## config.mk

```make
export PLATFORM = sky130hd
export DESIGN_NAME = worker_pool_availability_table_flat
export DESIGN_NICKNAME = d
export VERILOG_FILES = /design/src/sv/wpat_pkg.sv /design/src/sv/wpat_if.sv /design/src/sv/worker_pool_availability_table.sv /design/src/sv/wpat_ram.sv /design/src/flat_wrapper.sv
export SDC_FILE = /design/constraint.sdc
export NUM_CORES = 1
export LEC_CHECK = 0
export BUFFER_PORTS_ARGS = -buffer_cell sky130_fd_sc_hd__buf_4
export CAP_MARGIN = 20
export CORE_MARGIN = 2
export CORE_UTILIZATION = 48
export CTS_CLUSTER_DIAMETER = 200
export DETAILED_ROUTE_END_ITERATION = 7
export PLACE_DENSITY_LB_ADDON = 0.12
export SETUP_SLACK_MARGIN = 0.1
export SLEW_MARGIN = 40
export SYNTH_ARGS = -nofsm -noshare
export SYNTH_HDL_FRONTEND = slang
export SYNTH_SLANG_ARGS = --single-unit
export TNS_END_PERCENT = 5
```

## constraint.sdc

```tcl
create_clock -name clk -period 7.49 [get_ports clk]
set_input_delay 0.3745 -clock clk [delete_from_list [all_inputs] [get_ports clk]]
set_output_delay 0.3745 -clock clk [all_outputs]
set_load 0.1 [all_outputs]
```

## src/sv/wpat_pkg.sv

```systemverilog
package wpat_pkg;

  // default sizes
  localparam int DEPTH_DEF   = 16;
  localparam int ID_BITS_DEF = 22;

  // operation codes
  typedef enum logic [2:0] {
    OP_PUSH      = 3'd0,
    OP_POP       = 3'd1,
    OP_MARK_AV   = 3'd2,
    OP_MARK_UNAV = 3'd3,
    OP_QUERY     = 3'd4,
    OP_FIND      = 3'd5
  } op_t;

  // response status codes
  typedef enum logic [1:0] {
    STS_OK        = 2'd0,
    STS_EMPTY     = 2'd1,
    STS_FULL      = 2'd2,
    STS_NOT_FOUND = 2'd3
  } status_t;

  // sequencer states
  typedef enum logic [1:0] {
    S_IDLE = 2'd0,
    S_SCAN = 2'd1,
    S_FIN  = 2'd2
  } state_t;

endpackage

```

## src/sv/wpat_if.sv

```systemverilog
interface wpat_in_if #(
  parameter int ID_BITS = wpat_pkg::ID_BITS_DEF
);
  logic               valid;
  logic               ready;
  logic [2:0]         operation;
  logic [ID_BITS-1:0] worker_id;

  modport source (output valid, output operation, output worker_id, input ready);
  modport sink   (input valid, input operation, input worker_id, output ready);
endinterface

interface wpat_out_if #(
  parameter int DEPTH   = wpat_pkg::DEPTH_DEF,
  parameter int ID_BITS = wpat_pkg::ID_BITS_DEF
);
  localparam int CNT_W = $clog2(DEPTH + 1);

  logic               valid;
  logic               ready;
  logic [1:0]         status;
  logic [ID_BITS-1:0] result_id;
  logic               available;
  logic               is_member;
  logic [CNT_W-1:0]   entry_count;

  modport source (output valid, output status, output result_id, output available,
                  output is_member, output entry_count, input ready);
  modport sink   (input valid, input status, input result_id, input available,
                  input is_member, input entry_count, output ready);
endinterface

```

## src/sv/worker_pool_availability_table.sv

```systemverilog
// Worker pool availability table: an ordered pool of worker ids, oldest
// first, each with an availability flag, held in one synchronous RAM.
// Channels: in_req carries a request (operation, worker_id); out_rsp
// returns exactly one response per request (status, result_id, available,
// is_member, entry_count). Both use valid/ready; a transfer happens on a
// rising edge with valid and ready high.
// One request is worked on at a time. in_req.ready is high while the
// sequencer is idle, also while an earlier response still waits in the
// output register.
// Push reads no entry and pop reads at most the oldest one; mark, query
// and find walk the entries from the oldest, one RAM read per cycle, and
// stop at the first matching entry or after the last one. The RAM read
// port, one entry per cycle, sets the search length. The response is
// loaded into the output register as the sequencer leaves its final state.
// If the output register still holds a response the receiver has not
// taken, the next finished response waits in the sequencer's final state
// and the pool is not updated until the output register frees up.
// Synchronous reset (rst_n low) empties the pool; RAM contents are kept
// and never read before being written by a push.
module worker_pool_availability_table #(
  parameter int DEPTH   = wpat_pkg::DEPTH_DEF,
  parameter int ID_BITS = wpat_pkg::ID_BITS_DEF
) (
  input logic        clk,
  input logic        rst_n,
  wpat_in_if.sink    in_req,
  wpat_out_if.source out_rsp
);
  import wpat_pkg::*;

  localparam int IDX_W = $clog2(DEPTH);
  localparam int CNT_W = $clog2(DEPTH + 1);
  localparam int ENT_W = ID_BITS + 1;
  localparam logic [CNT_W-1:0] CNT_FULL = CNT_W'(DEPTH);
  localparam logic [IDX_W-1:0] IDX_LAST = IDX_W'(DEPTH - 1);

  function automatic logic [IDX_W-1:0] slot_inc(input logic [IDX_W-1:0] s);
    slot_inc = (s == IDX_LAST) ? '0 : s + 1'b1;
  endfunction

  // control state
  state_t             state_r, state_nxt;
  logic [CNT_W-1:0]   cnt_r, cnt_nxt;
  logic [IDX_W-1:0]   head_r, head_nxt;
  logic [IDX_W-1:0]   tail_r, tail_nxt;
  logic               dvld_r, dvld_nxt;
  logic               out_valid_r, out_valid_nxt;

  // request and scan registers
  op_t                op_r, op_nxt;
  logic [ID_BITS-1:0] id_r, id_nxt;
  logic [IDX_W-1:0]   iss_slot_r, iss_slot_nxt;
  logic [CNT_W-1:0]   iss_cnt_r, iss_cnt_nxt;
  logic [CNT_W-1:0]   limit_r, limit_nxt;
  logic [IDX_W-1:0]   dslot_r, dslot_nxt;
  logic               hit_r, hit_nxt;
  logic [ID_BITS-1:0] hit_id_r, hit_id_nxt;
  logic               hit_flag_r, hit_flag_nxt;
  logic [IDX_W-1:0]   hit_slot_r, hit_slot_nxt;

  // response registers
  status_t            out_status_r, out_status_nxt;
  logic [ID_BITS-1:0] out_rid_r, out_rid_nxt;
  logic               out_avail_r, out_avail_nxt;
  logic               out_member_r, out_member_nxt;
  logic [CNT_W-1:0]   out_count_r, out_count_nxt;

  // ram port signals
  logic               wr_en;
  logic [IDX_W-1:0]   wr_addr;
  logic [ENT_W-1:0]   wr_data;
  logic               rd_en;
  logic [ENT_W-1:0]   rd_data;
  logic [ID_BITS-1:0] rd_id;
  logic               rd_flag;

  logic accept, issue, match, hit_now, scan_done, fin_fire;

  wpat_ram #(
    .DEPTH (DEPTH),
    .WIDTH (ENT_W)
  ) u_ram (
    .clk     (clk),
    .wr_en   (wr_en),
    .wr_addr (wr_addr),
    .wr_data (wr_data),
    .rd_en   (rd_en),
    .rd_addr (iss_slot_r),
    .rd_data (rd_data)
  );

  assign rd_id   = rd_data[ENT_W-1:1];
  assign rd_flag = rd_data[0];

  // handshake and scan control
  assign accept    = in_req.valid && in_req.ready;
  assign issue     = (state_r == S_SCAN) && (iss_cnt_r != limit_r);
  assign rd_en     = issue;
  assign hit_now   = (state_r == S_SCAN) && dvld_r && match;
  assign scan_done = (state_r == S_SCAN) && (hit_now || !issue);
  assign fin_fire  = (state_r == S_FIN) && (!out_valid_r || out_rsp.ready);

  // entry match for the current operation
  always_comb begin
    case (op_r)
      OP_POP:  match = 1'b1;
      OP_FIND: match = rd_flag;
      default: match = (rd_id == id_r);
    endcase
  end

  // next state
  always_comb begin
    state_nxt = state_r;
    unique case (state_r)
      S_IDLE:  if (accept) state_nxt = S_SCAN;
      S_SCAN:  if (scan_done) state_nxt = S_FIN;
      S_FIN:   if (fin_fire) state_nxt = S_IDLE;
      default: state_nxt = S_IDLE;
    endcase
  end

  // datapath and outputs
  always_comb begin
    cnt_nxt        = cnt_r;
    head_nxt       = head_r;
    tail_nxt       = tail_r;
    out_valid_nxt  = out_valid_r;
    op_nxt         = op_r;
    id_nxt         = id_r;
    iss_slot_nxt   = iss_slot_r;
    iss_cnt_nxt    = iss_cnt_r;
    limit_nxt      = limit_r;
    dvld_nxt       = issue;
    dslot_nxt      = iss_slot_r;
    hit_nxt        = hit_r;
    hit_id_nxt     = hit_id_r;
    hit_flag_nxt   = hit_flag_r;
    hit_slot_nxt   = hit_slot_r;
    out_status_nxt = out_status_r;
    out_rid_nxt    = out_rid_r;
    out_avail_nxt  = out_avail_r;
    out_member_nxt = out_member_r;
    out_count_nxt  = out_count_r;
    wr_en          = 1'b0;
    wr_addr        = tail_r;
    wr_data        = {id_r, 1'b0};

    // latch request and set scan length
    if (accept) begin
      op_nxt       = op_t'(in_req.operation);
      id_nxt       = in_req.worker_id;
      iss_slot_nxt = head_r;
      iss_cnt_nxt  = '0;
      hit_nxt      = 1'b0;
      case (op_t'(in_req.operation)) inside
        OP_POP:                                     limit_nxt = CNT_W'(cnt_r != '0);
        OP_MARK_AV, OP_MARK_UNAV, OP_QUERY, OP_FIND: limit_nxt = cnt_r;
        default:                                    limit_nxt = '0;
      endcase
    end

    // walk entries, one read issued per cycle
    if (issue) begin
      iss_slot_nxt = slot_inc(iss_slot_r);
      iss_cnt_nxt  = iss_cnt_r + 1'b1;
    end
    if (hit_now) begin
      hit_nxt      = 1'b1;
      hit_id_nxt   = rd_id;
      hit_flag_nxt = rd_flag;
      hit_slot_nxt = dslot_r;
    end

    // retire: update pool and load response
    if (fin_fire) begin
      out_valid_nxt  = 1'b1;
      out_status_nxt = STS_OK;
      out_rid_nxt    = '0;
      out_avail_nxt  = 1'b0;
      out_member_nxt = 1'b0;
      unique case (op_r) inside
        OP_PUSH: begin
          if (cnt_r == CNT_FULL) begin
            out_status_nxt = STS_FULL;
          end else begin
            wr_en    = 1'b1;
            tail_nxt = slot_inc(tail_r);
            cnt_nxt  = cnt_r + 1'b1;
          end
        end
        OP_POP: begin
          if (hit_r) begin
            out_rid_nxt   = hit_id_r;
            out_avail_nxt = hit_flag_r;
            head_nxt      = slot_inc(head_r);
            cnt_nxt       = cnt_r - 1'b1;
          end else begin
            out_status_nxt = STS_EMPTY;
          end
        end
        OP_MARK_AV, OP_MARK_UNAV: begin
          if (hit_r) begin
            wr_en   = 1'b1;
            wr_addr = hit_slot_r;
            wr_data = {hit_id_r, op_r == OP_MARK_AV};
          end else begin
            out_status_nxt = STS_NOT_FOUND;
          end
        end
        OP_QUERY: begin
          if (hit_r) begin
            out_member_nxt = 1'b1;
            out_avail_nxt  = hit_flag_r;
          end else begin
            out_status_nxt = STS_NOT_FOUND;
          end
        end
        OP_FIND: begin
          if (hit_r) begin
            out_rid_nxt = hit_id_r;
          end else begin
            out_status_nxt = STS_NOT_FOUND;
          end
        end
        default: begin
          out_status_nxt = STS_OK;
        end
      endcase
      out_count_nxt = cnt_nxt;
    end else if (out_valid_r && out_rsp.ready) begin
      out_valid_nxt = 1'b0;
    end
  end

  // control registers
  always_ff @(posedge clk) begin
    if (!rst_n) begin
      state_r     <= S_IDLE;
      cnt_r       <= '0;
      head_r      <= '0;
      tail_r      <= '0;
      dvld_r      <= 1'b0;
      out_valid_r <= 1'b0;
    end else begin
      state_r     <= state_nxt;
      cnt_r       <= cnt_nxt;
      head_r      <= head_nxt;
      tail_r      <= tail_nxt;
      dvld_r      <= dvld_nxt;
      out_valid_r <= out_valid_nxt;
    end
  end

  // payload registers
  always_ff @(posedge clk) begin
    op_r         <= op_nxt;
    id_r         <= id_nxt;
    iss_slot_r   <= iss_slot_nxt;
    iss_cnt_r    <= iss_cnt_nxt;
    limit_r      <= limit_nxt;
    dslot_r      <= dslot_nxt;
    hit_r        <= hit_nxt;
    hit_id_r     <= hit_id_nxt;
    hit_flag_r   <= hit_flag_nxt;
    hit_slot_r   <= hit_slot_nxt;
    out_status_r <= out_status_nxt;
    out_rid_r    <= out_rid_nxt;
    out_avail_r  <= out_avail_nxt;
    out_member_r <= out_member_nxt;
    out_count_r  <= out_count_nxt;
  end

  // port drive
  assign in_req.ready        = (state_r == S_IDLE);
  assign out_rsp.valid       = out_valid_r;
  assign out_rsp.status      = out_status_r;
  assign out_rsp.result_id   = out_rid_r;
  assign out_rsp.available   = out_avail_r;
  assign out_rsp.is_member   = out_member_r;
  assign out_rsp.entry_count = out_count_r;

  // checks
  a_cnt_bound: assert property (@(posedge clk) disable iff (!rst_n)
    cnt_r <= CNT_FULL)
    else $error("entry count above depth");

  a_pool_frozen: assert property (@(posedge clk) disable iff (!rst_n)
    (state_r != S_FIN) |=> ($stable(cnt_r) && $stable(head_r) && $stable(tail_r)))
    else $error("pool pointers moved outside retire");

  a_scan_limit: assert property (@(posedge clk) disable iff (!rst_n)
    (state_r == S_SCAN) |-> (iss_cnt_r <= limit_r && limit_r <= cnt_r))
    else $error("scan ran past the pool");

  a_retire_resp: assert property (@(posedge clk) disable iff (!rst_n)
    fin_fire |=> out_valid_r)
    else $error("retired request without response");

endmodule

```

## src/sv/wpat_ram.sv

```systemverilog
module wpat_ram #(
  parameter int DEPTH = wpat_pkg::DEPTH_DEF,
  parameter int WIDTH = wpat_pkg::ID_BITS_DEF + 1
) (
  input  logic                     clk,
  input  logic                     wr_en,
  input  logic [$clog2(DEPTH)-1:0] wr_addr,
  input  logic [WIDTH-1:0]         wr_data,
  input  logic                     rd_en,
  input  logic [$clog2(DEPTH)-1:0] rd_addr,
  output logic [WIDTH-1:0]         rd_data
);
  logic [WIDTH-1:0] mem [DEPTH];

  // single write port
  always_ff @(posedge clk) begin
    if (wr_en) begin
      mem[wr_addr] <= wr_data;
    end
  end

  // registered read port
  always_ff @(posedge clk) begin
    if (rd_en) begin
      rd_data <= mem[rd_addr];
    end
  end

endmodule
```

## src/flat_wrapper.sv

```systemverilog
// flat-port wrapper written by rule: the top's interface ports become plain ports
module worker_pool_availability_table_flat import wpat_pkg::*;
#(
  parameter int DEPTH   = wpat_pkg::DEPTH_DEF,
  parameter int ID_BITS = wpat_pkg::ID_BITS_DEF
)
  (clk, rst_n, in_req_valid, in_req_operation, in_req_worker_id, in_req_ready, out_rsp_valid, out_rsp_status, out_rsp_result_id, out_rsp_available, out_rsp_is_member, out_rsp_entry_count, out_rsp_ready);
  wpat_in_if #(.ID_BITS(ID_BITS)) in_req_i ();
  wpat_out_if #(.DEPTH(DEPTH), .ID_BITS(ID_BITS)) out_rsp_i ();
  input logic clk;
  input logic rst_n;
  input wire logic [$bits(in_req_i.valid)-1:0] in_req_valid;
  input wire logic [$bits(in_req_i.operation)-1:0] in_req_operation;
  input wire logic [$bits(in_req_i.worker_id)-1:0] in_req_worker_id;
  output wire logic [$bits(in_req_i.ready)-1:0] in_req_ready;
  output wire logic [$bits(out_rsp_i.valid)-1:0] out_rsp_valid;
  output wire logic [$bits(out_rsp_i.status)-1:0] out_rsp_status;
  output wire logic [$bits(out_rsp_i.result_id)-1:0] out_rsp_result_id;
  output wire logic [$bits(out_rsp_i.available)-1:0] out_rsp_available;
  output wire logic [$bits(out_rsp_i.is_member)-1:0] out_rsp_is_member;
  output wire logic [$bits(out_rsp_i.entry_count)-1:0] out_rsp_entry_count;
  input wire logic [$bits(out_rsp_i.ready)-1:0] out_rsp_ready;
  assign in_req_i.valid = in_req_valid;
  assign in_req_i.operation = in_req_operation;
  assign in_req_i.worker_id = in_req_worker_id;
  assign in_req_ready = in_req_i.ready;
  assign out_rsp_valid = out_rsp_i.valid;
  assign out_rsp_status = out_rsp_i.status;
  assign out_rsp_result_id = out_rsp_i.result_id;
  assign out_rsp_available = out_rsp_i.available;
  assign out_rsp_is_member = out_rsp_i.is_member;
  assign out_rsp_entry_count = out_rsp_i.entry_count;
  assign out_rsp_i.ready = out_rsp_ready;
  worker_pool_availability_table #(.DEPTH(DEPTH), .ID_BITS(ID_BITS)) u_core (.clk(clk), .rst_n(rst_n), .in_req(in_req_i), .out_rsp(out_rsp_i));
endmodule
```

==> results of run 1 <==
[area by class of cell]
| class | instances | area, µm² |
|---|---|---|
| multi-input cells | 373 | 4560 |
| inverters | 10 | 38.8 |
| flip-flops and latches | 510 | 15100 |
| fillers | 3036 | 17800 |
| repair buffers | 108 | 971 |
| clock inverters | 33 | 313 |
| well taps | 532 | 666 |
| clock buffers | 63 | 1360 |
[flip-flops by register name, summed over array words and instances, names as in the netlist, 3 cells and up]
signal                      count
u_core.dslot_nxt                4
u_core.tail_r                   4
u_core.cnt_r                    5
u_core.u_ram.rd_data           23
u_core.dslot_r                  4
u_core.iss_cnt_r                5
u_core.id_r                    22
u_core.out_rsp.entry_count      5
u_core.hit_slot_r               4
u_core.limit_r                  5
u_core.head_r                   4
u_core.hit_id_r                22
u_core.out_rsp.result_id       22
u_core.u_ram.mem              368
u_core.op_r                     3
[kinds of logic after synthesis]
family	count (synthesis)	synth area share, %
compound gates	51	1.63
xor+xnor	38	1.68
fa+ha+maj	6	0.379
buf+inv	53	1.75
flops	510	76.1
mux	142	14.8
simple gates	136	3.62
[repair_timing]
item,in CTS,in global routing
gates resized for setup,0,0
hold buffers,25,0
hold endpoints to repair,25,0
[metrics by stage]
step	instance area [µm²]	hold slack, ns	util (%)	cells
6_report	23000	0.0692	56.3	1629
5_1_grt	23000	0.0570	56.3	1629
4_1_cts	22900	0.0366	56.1	1624
3_5_place_dp	21000	0.391	51.3	1503
3_3_place_gp	20900	0.386	51.2	1500
2_1_floorplan	19800	0.349	-	936
[routing by layer]
layer	track usage [%]	vias to the layer above
li1	-	4077
met1	32.4	5004
met2	29.4	222
met3	3.87	59
met4	5.49	2
met5	0	-
[power breakdown]
group | switching, mW | internal [mW]
clock network | 1.06 | 1.50
registers | 0.0415 | 3.22
logic | 0.399 | 0.283
[placed cells by master (no fill, tap or decap), drive strengths merged, types with 6 or more instances in the layout]
master,Yosys,final
buf,27,83
clkinv,0,26
nor4,6,6
a21oi,15,15
xnor2,13,13
nand3,9,9
xor2,25,25
clkbuf,11,63
inv,10,10
mux2,23,23
dlygate4sd3,0,25
bufinv,0,6
o21ai,13,13
edfxtp,488,488
dfxtp,22,22
nor2,35,35
mux4,115,115
and2,28,28
ha,6,6
nand2,25,25
[path summary, 6_finish.rpt]
kind                              endpoint  slack, ns  depth (start not counted)
setup / recovery  u_core.u_ram.mem[10][13]       3.95                          7
hold / removal           u_core.state_r[0]       0.07                          2
setup reg to reg  u_core.u_ram.mem[10][13]       3.95                          7
hold reg to reg       u_core.hit_slot_r[0]       0.40                          0
==> impl_metrics.csv, run 1 <==
group,metric,value,unit
setup_path,endpoint_kind,"flop",
drt,drt_iter0_markers,1007,
cts,cts_tree,"done",
drt,routed.top_layer,"met5",
pwr,cellPowerDensity,283,mW/mm²
global_route,grt_pass1_vias,9323,
timing,setup_ws,3.95,ns
setup_path,crit_fanout,31,
die,fp-row-count,74,
placement,pre_cts_ws,3.85,ns
setup_path,path_delay_family,"simple AND/OR/NAND/NOR gates",
timing,clock_skew,0.0145,ns
timing,min_period_over_period,47.3,%
cells_and_area,drive_gt1_share,28.1,%
synthesis,synthArstFlopShare,0,%
die,start_util,48.5,%
setup_path,cp-startpoint,"u_core.state_r[0]",
drt,wl_met1,20500,µm
worst_hold_path,hold_start,"rst_n",
global_route,antenna_found_initial,2,
synthesis,synthCells,936,
synthesis,synth.most_common_cell,"edfxtp_1",
placement,place.gp.congestion,0.788,
pwr,leakage,7.43,nW
timing,setup_viol,0,
drt,first_pass_iters,7,
timing,rsz0062_at_grt,"false",
synthesis,ys_seq_area_share,76.1,%
status,status,"completed",
setup_path,critPathLaunchType,"flop",
synthesis,synth_edf_count,488,
setup_path,cp.arrival,3.75,ns
die,die_h,207,µm
global_route,grt_overflow_total,0,
cells_and_area,layout.nets,1090,
die,coreArea,0.0408,mm²
placement,dpl.hpwl,27400,µm
synthesis,postSynth.topFlopCell,"edfxtp_1",
cts,clockRootBuffer,"clkbuf_16",
drt,wl,43300,µm
synthesis,netlist_area,0.0198,mm²
synthesis,yosys-top-cells-count,"488 x edfxtp_1, 103 x mux4_2, 35 x nor2_1",
die,dieArea,0.0429,mm²
die,ioPinCount,62,
timing,post-route-min-period,3.54,ns
cts,h-tree-depth,2,
setup_path,crit_required,7.70,ns
synthesis,syn-num-nets,971,
timing,setup_tns,0,ns
cells_and_area,area_growth,16.0,%
cts,numCtsBuffers,52,
setup_path,crit_buf_inv,1,
cts,clk_pin_slew_worst_paths,0.06,ns
placement,port_buffers,61,
synthesis,yosys_register_bits,510,
setup_path,crit_path_top_delay_cell,"nor2_4",
synthesis,syn_area_per_cell,21.2,µm²
drt,vias,9364,
cells_and_area,antenna_cells,0,
cts,post_cts_buffers,0,
pwr,peakVddDrop,0.207,mV
timing,finalHoldViolations,0,
setup_path,crit_path_frequent_cell,"nand2b_1",
worst_hold_path,min_path_type,"primary input to flop",
timing,fmax,282,MHz
drt,drc,0,
timing,worst_pin_slew,0.812,ns
drt,via_per_inst,5.75,
synthesis,synth-warning-count,0,
drt,postRouteAntennaNets,0,
cts,insertion_delay,0.59,ns
cts,cts_buffer_depth,3,
setup_path,path_cells,"nand2b_1, nand2b_1, nor3_4, buf_4, mux2i_1, nand3b_1, nor2_4",
synthesis,synth_cell_types,53,
global_route,grt_pass1_wl,64000,µm
drt,wl_met3,2420,µm
drt,dr_wl_met2,19500,µm
timing,finalMaxSlewViolations,0,
global_route,grt_usage,20.5,%
pwr,total_power,6.50,mW
setup_path,critPathMaxStageDelay,0.77,ns
timing,slew_headroom,45.7,%
synthesis,synth.area.top_cells,"edfxtp_1 74%, mux4_2 12%, dfxtp_1 2.2%",
drt,wire_per_inst,26.6,µm
setup_path,worstSetupPathType,"flop to flop",
synthesis,synth_top_area_share,73.9,%
die,die_x,207,µm
global_route,grt_start_max_net_pins,56,
flow_run,drv_cap,0,
setup_path,r2r_start,"u_core.state_r[0]",
cts,cts_num_sinks,510,
synthesis,yosysTopAreaCell,"edfxtp_1",
No activity file was read; power rests on OpenSTA's default activity.
==> inputs of run 2 (changes only) <==
==> constraint.sdc (replaced) <==
create_clock -name clk -period 3.4 [get_ports clk]
set_input_delay 0.17 -clock clk [delete_from_list [all_inputs] [get_ports clk]]
set_output_delay 0.17 -clock clk [all_outputs]
set_load 0.1 [all_outputs]
==> run 2 against run 1 <==
- register-to-register slack got worse by 3.6 ns
- non-clock buffer count is 18 higher
- critical path type unchanged
- combinational power increased by 130%
- clock power rose by 110%
- largest power group unchanged
==> impl_metrics.csv, run 2 (synthesized netlist as in run 1, its figures left out) <==
group,metric,value,unit
placement,dpl.hpwl,27700,µm
cts,cts_tree,"done",
die,start_util,48.5,%
cells_and_area,mostFrequentLayoutCells,"488 x edfxtp_1, 103 x mux4_2, 91 x buf_4",
drt,first_pass_iters,5,
timing,setup_tns,0,ns
cells_and_area,area_growth,16.3,%
timing,post-route-min-period,3.02,ns
drt,wire_per_inst,26.3,µm
global_route,antenna_found_initial,2,
timing,min_period_over_period,88.9,%
cells_and_area,top_register,"u_core.u_ram.mem",
die,dieArea,0.0429,mm²
cts,h-tree-depth,2,
drt,drc,0,
setup_path,cp.arrival,3.26,ns
cells_and_area,final_common_cell,"edfxtp_1",
status,status,"completed",
pwr,leakage,7.47,nW
timing,worst_pin_slew,0.785,ns
global_route,grt_pass1_wl,64300,µm
cells_and_area,final_util,56.4,%
global_route,grtUsageMet1,32.0,%
die,die_x,207,µm
drt,vias,9429,
drt,drt_iter0_markers,993,
cts,cts_buffer_depth,3,
pwr,peakVddDrop,0.453,mV
cells_and_area,final_cell_area,0.0230,mm²
placement,place.gp.congestion,0.793,
cells_and_area,layout.nets,1108,
global_route,grt.busiest_layer,"met1",
die,die_h,207,µm
timing,fmax,331,MHz
die,coreArea,0.0408,mm²
setup_path,crit_required,3.63,ns
setup_path,worstSetupPathType,"flop to flop",
global_route,grt_use_met2,29.3,%
drt,postRouteAntennaNets,0,
cells_and_area,largest_register_ffs,368,
timing,finalHoldViolations,0,
pwr,cellPowerDensity,609,mW/mm²
placement,placedInstanceArea,0.0211,mm²
placement,port_buffers,61,
drt,wl,43300,µm
setup_path,crit_fanout,23,
cts,cts_num_sinks,510,
setup_path,r2r_start,"u_core.cnt_r[0]",
timing,setup_viol,0,
worst_hold_path,min_path_type,"primary input to flop",
global_route,use_met3,4.61,%
timing,clock_skew,0.0281,ns
flow_run,drv_cap,0,
global_route,grt_overflow_total,0,
cts,insertion_delay,0.60,ns
timing,slew_headroom,47.5,%
global_route,grt_start_max_net_pins,96,
cts,numCtsBuffers,52,
timing,rsz0062_at_grt,"false",
die,ioPinCount,62,
pwr,total_power,14.0,mW
cts,clockRootBuffer,"clkbuf_16",
timing,finalMaxSlewViolations,0,
cells_and_area,drive_gt1_share,28.3,%
global_route,grt_pass1_vias,9518,
worst_hold_path,hold_start,"in_req_worker_id[5]",
setup_path,critPathLaunchType,"flop",
timing,holdWs,0.289,ns
setup_path,endpoint_kind,"flop",
cts,clk_pin_slew_worst_paths,0.06,ns
global_route,grt_usage,20.4,%
drt,via_per_inst,5.72,
cells_and_area,reg_top3,"u_core.u_ram.mem x368, u_core.u_ram.rd_data x23",
setup_path,cp-startpoint,"u_core.cnt_r[0]",
die,fp-row-count,74,
-- run 2: changes by cell type in the layout (fill, tap and decap cells not counted), moves of 3 or more --
cell / before / now
buf_4: 74 / 91
bufinv_16: 6 / 0
clkbuf_8: 0 / 6
clkinv_2: 11 / 5
a31oi_1: 1 / 5
a31oi_2: 4 / 0
buf_12: 0 / 4
buf_8: 4 / 0
clkbuf_1: 10 / 14
dlygate4sd3_1: 25 / 28
-- run 2: area by class of cell --
cell class,count,area [µm²]
tap,532,666
clock inverter,21,101
inverter,10,38.8
multi-input combinational,373,4530
antenna,1,2.50
clock buffer,74,1490
fill,3056,17800
timing repair buffer,126,1130
sequential,510,15100
-- run 2: routing by layer --
layer,wire (µm),up-vias
met3,2570,57
li1,-,4108
met4,868,0
met1,20700,5005
met5,0,-
met2,19100,259
-- run 2: report_power, final --
group	total (mW)	internal, mW	switching (mW)
logic	1.54	0.648	0.887
clock network	5.33	3.02	2.30
registers	7.17	7.09	0.0803
total	14.0	10.8	3.27
-- run 2: final timing paths --
path,end,slack [ns],depth (start not counted)
worst max register to register,u_core.u_ram.mem[1][15],0.38,8
worst max-delay path,u_core.u_ram.mem[1][15],0.38,8
worst min-delay path,u_core.id_r[5],0.29,2
worst min register to register,u_core.hit_slot_r[2],0.41,0
-- run 2: what timing repair did --
| item | 4_1_cts | 5_1_grt |
|---|---|---|
| hold endpoints to repair | 30 | 0 |
| resized for setup | 0 | 2 |
| endpoints found under the setup margin | 0 | 92 |
| setup buffers | 0 | 0 |
| hold buffers | 28 | 0 |
-- run 2: worst max-delay path: stages (launching register included) --
cell,delay (ns)
dfxtp_1,0.44
inv_1,0.09
ha_1,0.23
nor3b_1,0.19
a21o_1,0.26
o32ai_1,0.50
nand3_1,0.43
nor2_4,0.17
buf_4,0.35
-- run 2: metrics by stage --
step,std cells,setup WS (ns)
global placement,1519,0.260
CTS,1642,0.235
finish,1647,0.378
floorplan,936,-0.000552
detailed placement,1519,0.253
global route,1646,0.150
